[config.mk]
export PLATFORM = sky130hd
export DESIGN_NAME = lru_inode_cache_controller
export DESIGN_NICKNAME = d
export VERILOG_FILES = /design/src/hw/rtl/lic_pkg.sv /design/src/hw/rtl/lic_cell.sv /design/src/hw/rtl/lru_inode_cache_controller.sv
export SDC_FILE = /design/constraint.sdc
export NUM_CORES = 1
export LEC_CHECK = 0
export BUFFER_PORTS_ARGS = -buffer_cell sky130_fd_sc_hd__buf_2
export CAP_MARGIN = 20
export CORE_MARGIN = 1
export CORE_UTILIZATION = 30
export CTS_CLUSTER_DIAMETER = 60
export DETAILED_ROUTE_END_ITERATION = 8
export SLEW_MARGIN = 5
export SYNTH_ARGS = -nofsm -noshare
export SYNTH_HDL_FRONTEND = slang
export SYNTH_SLANG_ARGS = --single-unit
[constraint.sdc]
create_clock -name clk -period 3.55 [get_ports clk]
set_input_delay 0.71 -clock clk [delete_from_list [all_inputs] [get_ports clk]]
set_output_delay 0.71 -clock clk [all_outputs]
set_load 0.02 [all_outputs]
[src/hw/rtl/lic_pkg.sv]
// Shared types and codes for the LRU record cache directory.
// No dependencies; every module of the block imports this package.
package lic_pkg;

  localparam int IndexWidth = 16;
  localparam int SlotFieldWidth = 4;
  localparam int WbFieldWidth = 10;

  localparam logic KIND_ACCESS = 1'b0;
  localparam logic KIND_MARK = 1'b1;

  localparam logic [1:0] STAT_DONE = 2'd0;
  localparam logic [1:0] STAT_RANGE = 2'd1;
  localparam logic [1:0] STAT_UNCACHED = 2'd2;

  typedef struct packed {
    logic kind;
    logic signed [IndexWidth-1:0] record_index;
  } in_t;

  typedef struct packed {
    logic [1:0] status;
    logic hit;
    logic [SlotFieldWidth-1:0] slot;
    logic writeback_needed;
    logic [WbFieldWidth-1:0] writeback_index;
  } out_t;

  typedef enum logic [1:0] {
    ST_IDLE,
    ST_LOOKUP,
    ST_UPDATE
  } state_t;

  // Control broadcast from the sequencer to every cell of the chain.
  typedef struct packed {
    logic lookup;
    logic in_range;
    logic update;
    logic hit;
    logic mark;
  } cell_cmd_t;

endpackage

[src/hw/rtl/lic_cell.sv]
// One recency position of the LRU chain: slot number, tag, dirty and valid.
// Depends on lic_pkg; the top level chains CACHE_SLOTS of these.
module lic_cell import lic_pkg::*; #(
  parameter int TAG_W = 10,
  parameter int SLOT_W = 4
) (
  input  logic              clk,
  input  logic              rst,
  input  cell_cmd_t         cmd,
  input  logic [TAG_W-1:0]  req_tag,
  input  logic              prev_valid,
  input  logic [SLOT_W-1:0] prev_slot,
  input  logic [TAG_W-1:0]  prev_tag,
  input  logic              prev_dirty,
  input  logic              match_after,
  output logic              valid,
  output logic [SLOT_W-1:0] slot,
  output logic [TAG_W-1:0]  tag,
  output logic              dirty,
  output logic              match,
  output logic              match_from
);

  logic shift;

  // A hit anywhere at or behind this position means the entry moves back one place.
  assign match_from = match | match_after;
  assign shift = cmd.update & (cmd.hit ? match_from : prev_valid);

  always_ff @(posedge clk) begin
    if (rst) begin
      valid <= 1'b0;
      match <= 1'b0;
    end else begin
      if (cmd.lookup) begin
        match <= valid & cmd.in_range & (tag == req_tag);
      end
      if (shift) begin
        valid <= prev_valid;
      end
    end
  end

  always_ff @(posedge clk) begin
    if (shift) begin
      slot <= prev_slot;
      tag <= prev_tag;
      dirty <= prev_dirty;
    end else if (cmd.mark && match) begin
      dirty <= 1'b1;
    end
  end

endmodule

[src/hw/rtl/lru_inode_cache_controller.sv]
// LRU record cache directory: each request has a lookup state, which compares the request
// tag in every cell of the recency chain, then an update state, which shifts the chain and
// registers the result; the next request can enter during an update that is not stalled. The
// shift runs through a chain of CACHE_SLOTS cells ordered most recent first, and the
// hit-position signal ripples along that chain. One result per request; a result may
// wait in the output register while the next request is already being looked up.
module lru_inode_cache_controller import lic_pkg::*; #(
  parameter int CACHE_SLOTS = 16,
  parameter int FILE_COUNT = 1024
) (
  input  logic clk,
  input  logic rst,
  input  logic in_valid,
  output logic in_stall,
  input  in_t  in_data,
  output logic out_valid,
  input  logic out_stall,
  output out_t out_data
);

  localparam int TAG_W = $clog2(FILE_COUNT);
  localparam int SLOT_W = $clog2(CACHE_SLOTS);
  localparam int USED_W = $clog2(CACHE_SLOTS + 1);

  state_t state, state_next;

  logic             req_kind;
  logic [TAG_W-1:0] req_tag;
  logic             req_in_range;
  logic [USED_W-1:0] slots_used;

  logic              ch_valid [CACHE_SLOTS+1];
  logic [SLOT_W-1:0] ch_slot  [CACHE_SLOTS+1];
  logic [TAG_W-1:0]  ch_tag   [CACHE_SLOTS+1];
  logic              ch_dirty [CACHE_SLOTS+1];
  logic              mfrom    [CACHE_SLOTS+1];
  logic [CACHE_SLOTS-1:0] match_vec;

  cell_cmd_t cmd;
  logic advance, take_in, in_range_now, full, any_hit;
  logic [SLOT_W-1:0] hit_slot, miss_slot, res_slot;
  logic hit_dirty;
  logic [SLOT_W+SlotFieldWidth-1:0] slot_ext;
  logic [TAG_W+WbFieldWidth-1:0] wb_ext;
  out_t res;

  assign advance = !out_valid || !out_stall;
  assign in_stall = !(state == ST_IDLE || (state == ST_UPDATE && advance));
  assign take_in = in_valid && !in_stall;
  assign in_range_now = !in_data.record_index[IndexWidth-1] &&
      ({1'b0, in_data.record_index[IndexWidth-2:0]} < IndexWidth'(FILE_COUNT));
  assign full = slots_used == USED_W'(CACHE_SLOTS);
  assign any_hit = |match_vec;

  always_comb begin
    hit_slot = '0;
    hit_dirty = 1'b0;
    for (int i = 0; i < CACHE_SLOTS; i++) begin
      hit_slot = hit_slot | (ch_slot[i+1] & {SLOT_W{match_vec[i]}});
      hit_dirty = hit_dirty | (ch_dirty[i+1] & match_vec[i]);
    end
  end

  // Victim is the last cell once full; otherwise the next unused slot.
  assign miss_slot = full ? ch_slot[CACHE_SLOTS] : slots_used[SLOT_W-1:0];
  assign res_slot = any_hit ? hit_slot : miss_slot;

  // Front of the chain: entry loaded into the most recent position.
  assign ch_valid[0] = 1'b1;
  assign ch_slot[0] = res_slot;
  assign ch_tag[0] = req_tag;
  assign ch_dirty[0] = any_hit ? hit_dirty : 1'b0;
  assign mfrom[CACHE_SLOTS] = 1'b0;

  always_comb begin
    cmd.lookup = state == ST_LOOKUP;
    cmd.in_range = req_in_range;
    cmd.update = state == ST_UPDATE && advance && req_kind == KIND_ACCESS && req_in_range;
    cmd.hit = any_hit;
    cmd.mark = state == ST_UPDATE && advance && req_kind == KIND_MARK;
  end

  for (genvar g = 0; g < CACHE_SLOTS; g++) begin : g_cell
    lic_cell #(
      .TAG_W (TAG_W),
      .SLOT_W(SLOT_W)
    ) u_cell (
      .clk        (clk),
      .rst        (rst),
      .cmd        (cmd),
      .req_tag    (req_tag),
      .prev_valid (ch_valid[g]),
      .prev_slot  (ch_slot[g]),
      .prev_tag   (ch_tag[g]),
      .prev_dirty (ch_dirty[g]),
      .match_after(mfrom[g+1]),
      .valid      (ch_valid[g+1]),
      .slot       (ch_slot[g+1]),
      .tag        (ch_tag[g+1]),
      .dirty      (ch_dirty[g+1]),
      .match      (match_vec[g]),
      .match_from (mfrom[g])
    );
  end

  always_comb begin
    slot_ext = (SLOT_W + SlotFieldWidth)'(res_slot);
    wb_ext = (TAG_W + WbFieldWidth)'(ch_tag[CACHE_SLOTS]);
    res = '0;
    if (req_kind == KIND_MARK) begin
      if (any_hit) begin
        res.status = STAT_DONE;
        res.hit = 1'b1;
        res.slot = slot_ext[SlotFieldWidth-1:0];
      end else begin
        res.status = STAT_UNCACHED;
      end
    end else if (!req_in_range) begin
      res.status = STAT_RANGE;
    end else begin
      res.status = STAT_DONE;
      res.hit = any_hit;
      res.slot = slot_ext[SlotFieldWidth-1:0];
      if (!any_hit && full && ch_dirty[CACHE_SLOTS]) begin
        res.writeback_needed = 1'b1;
        res.writeback_index = wb_ext[WbFieldWidth-1:0];
      end
    end
  end

  always_comb begin
    state_next = state;
    case (state)
      ST_IDLE: begin
        if (take_in) state_next = ST_LOOKUP;
      end
      ST_LOOKUP: state_next = ST_UPDATE;
      ST_UPDATE: begin
        if (advance) state_next = take_in ? ST_LOOKUP : ST_IDLE;
      end
      default: state_next = ST_IDLE;
    endcase
  end

  always_ff @(posedge clk) begin
    if (rst) begin
      state <= ST_IDLE;
      out_valid <= 1'b0;
      slots_used <= '0;
    end else begin
      state <= state_next;
      if (state == ST_UPDATE && advance) begin
        out_valid <= 1'b1;
      end else if (!out_stall) begin
        out_valid <= 1'b0;
      end
      if (cmd.update && !any_hit && !full) begin
        slots_used <= slots_used + USED_W'(1);
      end
    end
  end

  always_ff @(posedge clk) begin
    if (take_in) begin
      req_kind <= in_data.kind;
      req_tag <= in_data.record_index[TAG_W-1:0];
      req_in_range <= in_range_now;
    end
    if (state == ST_UPDATE && advance) begin
      out_data <= res;
    end
  end

endmodule

==> reports/summary.log, run 1 <==
qor: logic_synthesis.synth-edff-count 270
qor: setup_path.ff2ff_path_depth 6
qor: floorplan.dieHeight 208 um
qor: sta.post-route-min-period 3.18 ns
qor: sta.hold_violation_count_in_the_final_report 0
qor: finish.areaGrowthSynthToFinish 16.4%
qor: drt.wire_per_inst 20.0 um
qor: setup_path.worst-setup-path-type reg -> reg
qor: pwr.power.share.sequential 52.8%
qor: drt.route.final.wire_length 30,300 um
qor: logic_synthesis.synth_seq_area_share 69.7%
qor: finish.drive_above_1_share 14.6%
qor: finish.final_net_count 978
qor: placement.gpl.final_weighted_congestion 0.947
qor: global_routing.grt-ovfl-total 0
qor: pwr.vdd.ir_drop.worst 0.000380 V
qor: logic_synthesis.seq_cells_post_synth 310
qor: setup_path.required_worst_endpoint 3.76 ns
qor: sta.maxClockFrequency 314 MHz
qor: pwr.p_leak 5.02 nW
qor: floorplan.floorplan.die.width 208 um
qor: logic_synthesis.yosys.area.top_type_share 63.5%
qor: floorplan.number_of_top_level_design_ports 41
qor: global_routing.grt_start_max_net_pins 41
qor: floorplan.die_area 43,400 um^2
qor: logic_synthesis.synth_area_leader_cell sky130_fd_sc_hd__edfxtp_1
qor: clocking.cts_resized 0
qor: logic_synthesis.ys_dominant_reg_cell sky130_fd_sc_hd__edfxtp_1
qor: sta.totalNegativeSetupSlack 0 ns
qor: placement.dp.final_hpwl 22,900 um
qor: global_routing.antenna_found_initial 1
qor: logic_synthesis.yosys-top-cells-area sky130_fd_sc_hd__edfxtp_1 63%, sky130_fd_sc_hd__xor2_1 11%, sky130_fd_sc_hd__dfxtp_1 6.3%
qor: drt.drc 0
qor: finish.nFillCells 4,001
qor: run.drv_cap 0
qor: pwr.netSwitchingFraction 20.2%
qor: sta.finClkSkew 0.0181 ns
qor: drt.total_iterations_of_the_first_detailed_routing_run 6
qor: pwr.switchingPower 1.52 mW
qor: logic_synthesis.post_synth_instance_area 12,800 um^2
qor: setup_path.arrival_worst_endpoint 3.39 ns
qor: logic_synthesis.yosys_warnings 0
qor: clocking.htree_levels 2
qor: pwr.power.density_cell_area 506 nW/um^2
qor: sta.final.period_utilization 89.6%
qor: clocking.clk_latency 0.52 ns
qor: clocking.cts_setup_buffers 0
qor: drt.detail_route.vias_per_cell 4.98
qor: worst_hold_path.instance_count_along_the_most_critical_hold_path 1
qor: global_routing.grt_first_pass_wirelength 45,600 um
qor: clocking.clock_sink_count 310
qor: drt.total_number_of_vias 7,561
qor: sta.rsz0062_at_grt false
qor: clocking.cts.hold.buffers_added 0
qor: pwr.internal_power 6.01 mW
qor: logic_synthesis.async_reset_ff_share 0%
qor: setup_path.setup.worst_path.start_class flop
qor: sta.timing.final.setup_violations 0
qor: drt.drtAntennaViolNets 0
qor: pwr.power.share.clock 45.0%
qor: floorplan.design.core.area 41,900 um^2
qor: clocking.tritoncts built
qor: placement.io_buffers 40
qor: clocking.cts_root_buffer sky130_fd_sc_hd__clkbuf_16
qor: worst_hold_path.hp-class in -> reg
qor: clocking.ctsLongestPathBuffers 3
qor: global_routing.grt_pass1_vias 7,607
qor: setup_path.timing.critical_path.to_type flop
qor: logic_synthesis.synth.distinct_cells 48
qor: outcome.status finished, final reports clean
qor: sta.slew-limit-headroom 36.3%
qor: drt.drt_iter0_drc 579
qor: logic_synthesis.syn_avg_cell_area 14.4 um^2
qor: finish.multi_input_comb_area 3640 um^2
qor: floorplan.num_rows 75
qor: logic_synthesis.postSynthCellCount 888
qor: floorplan.initial_utilization 30.5%
qor: sta.final-max-slew-violation-count 0
qor: pwr.share_comb_of_total_power 2.2%
qor: sta.finalHoldWorstSlack 0.376 ns
qor: setup_path.critical_path.max_fanout 12
qor: clocking.clk_pin_slew 0.06 ns
qor: finish.layout.area.seq 8910 um^2
qor: sta.worst-slew-pin-transition 0.953 ns
qor: logic_synthesis.postSynthNetCount 911
qor: clocking.cts_inserted_buffers 34
qor: global_routing.grtUsageTotal 14.1%
synth_stat cells (all sizes together), types with 5 or more instances:
master and n:
edfxtp 270, xor2 161, a21oi 46, clkbuf 46, dfxtp 40, nor4 40
nand2 36, nor2 29, nor3 22, nand4 19, a221oi 18, a22o 18
and2 13, nand2b 11, o21ai 11, buf 9, inv 9, or3 9
a21o 8, o2bb2ai 8, o211ai 7, mux2i 6, nand3 6, a22oi 5
worst max-delay path, stage by stage, from the launching register on:
cell and delay [ns]:
sky130_fd_sc_hd__dfxtp_1 0.46, sky130_fd_sc_hd__or4_1 0.75, sky130_fd_sc_hd__nor4_4 0.29, sky130_fd_sc_hd__and2_1 0.53, sky130_fd_sc_hd__a21oi_1 0.16, sky130_fd_sc_hd__nor2_1 0.40, sky130_fd_sc_hd__buf_4 0.28
state kept, by name, summed over array words and instances (netlist names):
| name | count |
|---|---|
| out_data | 18 |
| g_cell.u_cell.slot | 64 |
| req_in_range | 1 |
| state | 2 |
| req_tag | 10 |
| g_cell.u_cell.dirty | 16 |
| req_kind | 1 |
| g_cell.u_cell.valid | 16 |
| out_valid | 1 |
| slots_used | 5 |
| g_cell.u_cell.tag | 160 |
| g_cell.u_cell.match | 16 |
logic make-up (layout without fill, tap and decap cells):
group           Yosys count  count (layout)  synth area share (%)
compound gates          137             137                  7.43
flops                   310             310                  69.7
simple gates            207             207                  9.03
xor+xnor                162             162                  11.1
mux                       6               6                 0.470
fa+ha+maj                 2               2                 0.196
other cells               0               1                     0
buf+inv                  64             154                  2.03
power groups by stage:
| stage | logic (mW) | registers [mW] | clock network, mW |
|---|---|---|---|
| after floorplan | 0.134 | 4.01 | 0 |
| after global placement | 0.167 | 4.05 | 0 |
| after detailed placement | 0.168 | 4.05 | 0 |
| after CTS | 0.170 | 3.98 | 3.45 |
| after global routing | 0.183 | 3.98 | 3.60 |
| final | 0.165 | 3.97 | 3.38 |
cells in the final DEF, fill, tap and decap left out, types with 9 or more instances in the layout:
master / count
sky130_fd_sc_hd__nand2_1: 36
sky130_fd_sc_hd__a221oi_1: 18
sky130_fd_sc_hd__and2_1: 12
sky130_fd_sc_hd__o21ai_0: 11
sky130_fd_sc_hd__inv_1: 9
sky130_fd_sc_hd__nor3_1: 20
sky130_fd_sc_hd__a22o_1: 18
sky130_fd_sc_hd__a21oi_1: 44
sky130_fd_sc_hd__edfxtp_1: 270
sky130_fd_sc_hd__or3_1: 9
sky130_fd_sc_hd__nand4_1: 19
sky130_fd_sc_hd__nor2_1: 29
sky130_fd_sc_hd__dfxtp_1: 40
sky130_fd_sc_hd__clkbuf_16: 35
sky130_fd_sc_hd__xor2_1: 161
sky130_fd_sc_hd__buf_4: 46
sky130_fd_sc_hd__nand2b_1: 11
sky130_fd_sc_hd__buf_2: 40
sky130_fd_sc_hd__nor4_1: 38
layout make-up:
cell class	instances	share of cell area, %
Sequential cell	310	59.9
Multi-Input combinational cell	514	24.5
Clock buffer	45	6.34
Tap cell	539	4.54
Timing Repair Buffer	86	3.67
Clock inverter	14	0.799
Inverter	9	0.227
Antenna cell	1	0.0168
routing by layer:
| layer | vias to the layer above | wire length, um | track usage (%) |
|---|---|---|---|
| li1 | 3486 | - | - |
| met1 | 3712 | 12800 | 18.1 |
| met2 | 297 | 14000 | 22.5 |
| met3 | 64 | 2540 | 3.98 |
| met4 | 2 | 974 | 5.52 |
| met5 | - | 28 | 0.556 |
through the flow:
stage	total power, mW	setup slack, ns	instances	util, %	area [um^2]
finish	7.52	0.370	1518	35.4	14900
global route	7.76	0.259	1518	35.4	14900
CTS	7.60	0.416	1516	35.4	14900
global placement	4.22	0.488	1457	32.9	13800
detailed placement	4.22	0.436	1457	32.9	13800
floorplan	4.14	0.335	888	-	12800
worst paths after layout:
kind,from,to,slack [ns]
min,in_data[4],req_tag[4],0.38
max reg2reg,g_cell[14].u_cell.match,g_cell[13].u_cell.tag[3],0.37
min reg2reg,g_cell[9].u_cell.slot[3],g_cell[10].u_cell.slot[3],0.46
max,g_cell[14].u_cell.match,g_cell[13].u_cell.tag[3],0.37
No activity file was read; power rests on OpenSTA's default activity.
==> inputs of run 2 (changes only) <==
==> constraint.sdc (replaced) <==
create_clock -name clk -period 3.55 [get_ports clk]
set_input_delay 0.5325 -clock clk [delete_from_list [all_inputs] [get_ports clk]]
set_output_delay 0.5325 -clock clk [all_outputs]
set_load 0.02 [all_outputs]
==> reports/summary.log, run 2 (synthesized netlist as in run 1, its figures left out) <==
qor: floorplan.floorplan.die.width 208 um [unchanged]
qor: setup_path.cpMaxStageDelayCell sky130_fd_sc_hd__dfxtp_1 [was sky130_fd_sc_hd__or4_1]
qor: worst_hold_path.instance_count_along_the_most_critical_hold_path 1 [unchanged]
qor: finish.largest_register_ffs 160 [unchanged]
qor: clocking.cts_setup_buffers 0 [unchanged]
qor: global_routing.grt_pass1_vias 7,654 [was 7,607]
qor: drt.total_iterations_of_the_first_detailed_routing_run 5 [was 6]
qor: floorplan.dieHeight 208 um [unchanged]
qor: sta.post-route-min-period 2.98 ns [was 3.18 ns]
qor: floorplan.initial_utilization 30.5% [unchanged]
qor: finish.registers_with_the_most_flip_flops g_cell.u_cell.tag: 160 flops, g_cell.u_cell.slot: 64 flops, out_data: 18 flops [unchanged]
qor: sta.hold_violation_count_in_the_final_report 0 [unchanged]
qor: clocking.clk_pin_slew 0.06 ns [about the same]
qor: setup_path.startpoint g_cell[2].u_cell.match [was g_cell[14].u_cell.match]
qor: setup_path.timing.reg2reg.setup_slack 0.57 ns [was 0.37 ns]
qor: setup_path.worst_path_largest_cell_delay 0.64 ns [was 0.75 ns]
qor: floorplan.design.core.area 41,900 um^2 [unchanged]
qor: worst_hold_path.holdCritStartpoint in_data[9] [was in_data[4]]
qor: finish.layout_commonest_cell sky130_fd_sc_hd__edfxtp_1 [unchanged]
qor: clocking.cts.hold.buffers_added 0 [unchanged]
qor: finish.most-common-layout-cells 270 x sky130_fd_sc_hd__edfxtp_1, 161 x sky130_fd_sc_hd__xor2_1, 48 x sky130_fd_sc_hd__buf_4 [was 270 x sky130_fd_sc_hd__edfxtp_1, 161 x sky130_fd_sc_hd__xor2_1, 46 x sky130_fd_sc_hd__buf_4]
qor: placement.io_buffers 40 [unchanged]
qor: setup_path.timing.critical_path.mode_cell sky130_fd_sc_hd__buf_4
qor: placement.dp.final_hpwl 23,500 um [was 22,900 um]
qor: global_routing.antenna_found_initial 0 [was 1]
qor: sta.rsz0062_at_grt false [unchanged]
qor: finish.drive_above_1_share 15.5% [was 14.6%]
qor: drt.total_number_of_vias 7,621 [was 7,561]
qor: sta.finalHoldWorstSlack 0.181 ns [was 0.376 ns]
qor: floorplan.number_of_top_level_design_ports 41 [unchanged]
qor: run.drv_cap 0 [unchanged]
qor: pwr.p_leak 5.10 nW [was 5.02 nW]
qor: sta.slew-limit-headroom 32.6% [was 36.3%]
qor: setup_path.regToRegEndpoint g_cell[3].u_cell.tag[1] [was g_cell[13].u_cell.tag[3]]
qor: clocking.cts_inserted_buffers 35 [was 34]
qor: sta.timing.final.setup_violations 0 [unchanged]
qor: clocking.cts_resized 0 [unchanged]
qor: setup_path.ff2ff_path_depth 8 [was 6]
qor: drt.drt_iter0_drc 690 [was 579]
qor: drt.wire_per_inst 20.4 um [was 20.0 um]
qor: sta.maxClockFrequency 336 MHz [was 314 MHz]
qor: pwr.total_power_after_layout 7.83 mW [was 7.52 mW]
qor: clocking.tritoncts built [unchanged]
qor: floorplan.die_area 43,400 um^2 [unchanged]
qor: setup_path.worstPathCellList nor4_4 -> buf_4 -> and2_0 -> buf_4 -> nand2_1 -> nor2_1 -> nor3_2 -> buf_4 [was or4_1 -> nor4_4 -> and2_1 -> a21oi_1 -> nor2_1 -> buf_4]
qor: global_routing.grt_first_pass_wirelength 46,400 um [was 45,600 um]
qor: worst_hold_path.hp-class in -> reg [unchanged]
qor: floorplan.num_rows 75 [unchanged]
qor: finish.top_reg_by_flops g_cell.u_cell.tag [unchanged]
qor: sta.totalNegativeSetupSlack 0 ns [unchanged]
qor: drt.detail_route.vias_per_cell 5.01 [was 4.98]
qor: sta.final.period_utilization 83.8% [was 89.6%]
qor: sta.finClkSkew 0.0158 ns [was 0.0181 ns]
qor: finish.final_net_count 981 [was 978]
qor: setup_path.setup.worst_path.start_class flop [unchanged]
qor: finish.areaGrowthSynthToFinish 17.4% [was 16.4%]
qor: clocking.ctsLongestPathBuffers 3 [unchanged]
qor: setup_path.critical_path.max_fanout 12 [unchanged]
qor: setup_path.regToRegStartpoint g_cell[2].u_cell.match [was g_cell[14].u_cell.match]
qor: finish.stdcell_area 15,000 um^2 [was 14,900 um^2]
qor: placement.placedInstanceArea 13,800 um^2 [about the same]
qor: finish.diodes 0 [was 1]
qor: clocking.cts_root_buffer sky130_fd_sc_hd__clkbuf_16 [unchanged]
qor: drt.drc 0 [unchanged]
qor: global_routing.grt_start_max_net_pins 41 [unchanged]
qor: sta.final-max-slew-violation-count 0 [unchanged]
qor: setup_path.worst-setup-path-type reg -> reg [unchanged]
qor: global_routing.grt-ovfl-total 0 [unchanged]
qor: worst_hold_path.timing.hold.worst_endpoint req_tag[9] [was req_tag[4]]
qor: clocking.clock_sink_count 310 [unchanged]
qor: placement.gpl.final_weighted_congestion 0.977 [was 0.947]
qor: clocking.clk_latency 0.53 ns [was 0.52 ns]
qor: global_routing.grtUsageTotal 14.4% [was 14.1%]
qor: setup_path.timing.critical_path.to_type flop [unchanged]
qor: pwr.vdd.ir_drop.worst 0.000418 V [was 0.000380 V]
qor: finish.nFillCells 3,952 [was 4,001]
qor: drt.drtAntennaViolNets 0 [unchanged]
qor: sta.worst-slew-pin-transition 1.01 ns [was 0.953 ns]
qor: outcome.status finished, final reports clean [unchanged]
qor: pwr.power.density_cell_area 522 nW/um^2 [was 506 nW/um^2]
qor: drt.route.final.wire_length 31,000 um [was 30,300 um]
qor: clocking.htree_levels 2 [unchanged]
qor: setup_path.required_worst_endpoint 3.78 ns [was 3.76 ns]
qor: setup_path.arrival_worst_endpoint 3.21 ns [was 3.39 ns]
run 2: changes by cell type in the layout (fill, tap and decap cells not counted), sizes merged:
cell | before | now
clkbuf | 45 | 51
clkinv | 9 | 6
buf | 86 | 88
clkinvlp | 2 | 0
bufinv | 2 | 3
diode | 1 | 0
inv | 10 | 11
run 2: area by class of cell:
type,instances,area (um^2),share of cell area [%]
inverter,9,33.8,0.225
sequential,310,8910,59.4
clock buffer,51,1040,6.93
clock inverter,11,136,0.910
tap,539,674,4.50
timing repair buffer,88,561,3.74
multi-input combinational,514,3640,24.3
run 2: where the power goes:
| group | leakage (nW) | total [mW] | internal, mW | switching (mW) |
|---|---|---|---|---|
| sequential | 2.83 | 3.97 | 3.93 | 0.0454 |
| combinational | 1.69 | 0.173 | 0.0717 | 0.101 |
| clock | 0.578 | 3.69 | 2.25 | 1.43 |
run 2: worst max path at each step:
| stage | to | slack (ns) | cells after the start |
|---|---|---|---|
| after global placement | g_cell[5].u_cell.dirty | 0.63 | 6 |
| final | g_cell[3].u_cell.tag[1] | 0.57 | 8 |
| after floorplan | g_cell[12].u_cell.slot[0] | 0.34 | 8 |
| after CTS | g_cell[5].u_cell.dirty | 0.57 | 6 |
| after detailed placement | g_cell[5].u_cell.dirty | 0.59 | 6 |
| after global routing | g_cell[5].u_cell.dirty | 0.44 | 6 |
run 2: per-layer routing:
| metal | GRT usage, % | part of all wire [%] | wire length [um] | up-vias |
|---|---|---|---|---|
| met5 | 0 | 0 | 0 | - |
| met2 | 23.1 | 47 | 14700 | 282 |
| li1 | - | - | - | 3487 |
| met1 | 18.6 | 42 | 13100 | 3811 |
| met3 | 4.11 | 8.5 | 2640 | 41 |
| met4 | 4.44 | 2.1 | 645 | 0 |
run 2: critical path: cells and delay by family, from the launching register on:
family	cells	cell delay [ns]
flip-flops	1	0.64
AND/OR/NAND/NOR	5	1.37
buffers and inverters	3	0.67
run 2: metrics by stage:
step           setup WS [ns]  cells  utilization (%)
4_1_cts                0.570   1522             35.7
3_3_place_gp           0.634   1460             32.9
6_report               0.573   1522             35.7
2_1_floorplan          0.335    888                -
3_5_place_dp           0.595   1460             32.9
5_1_grt                0.439   1522             35.7
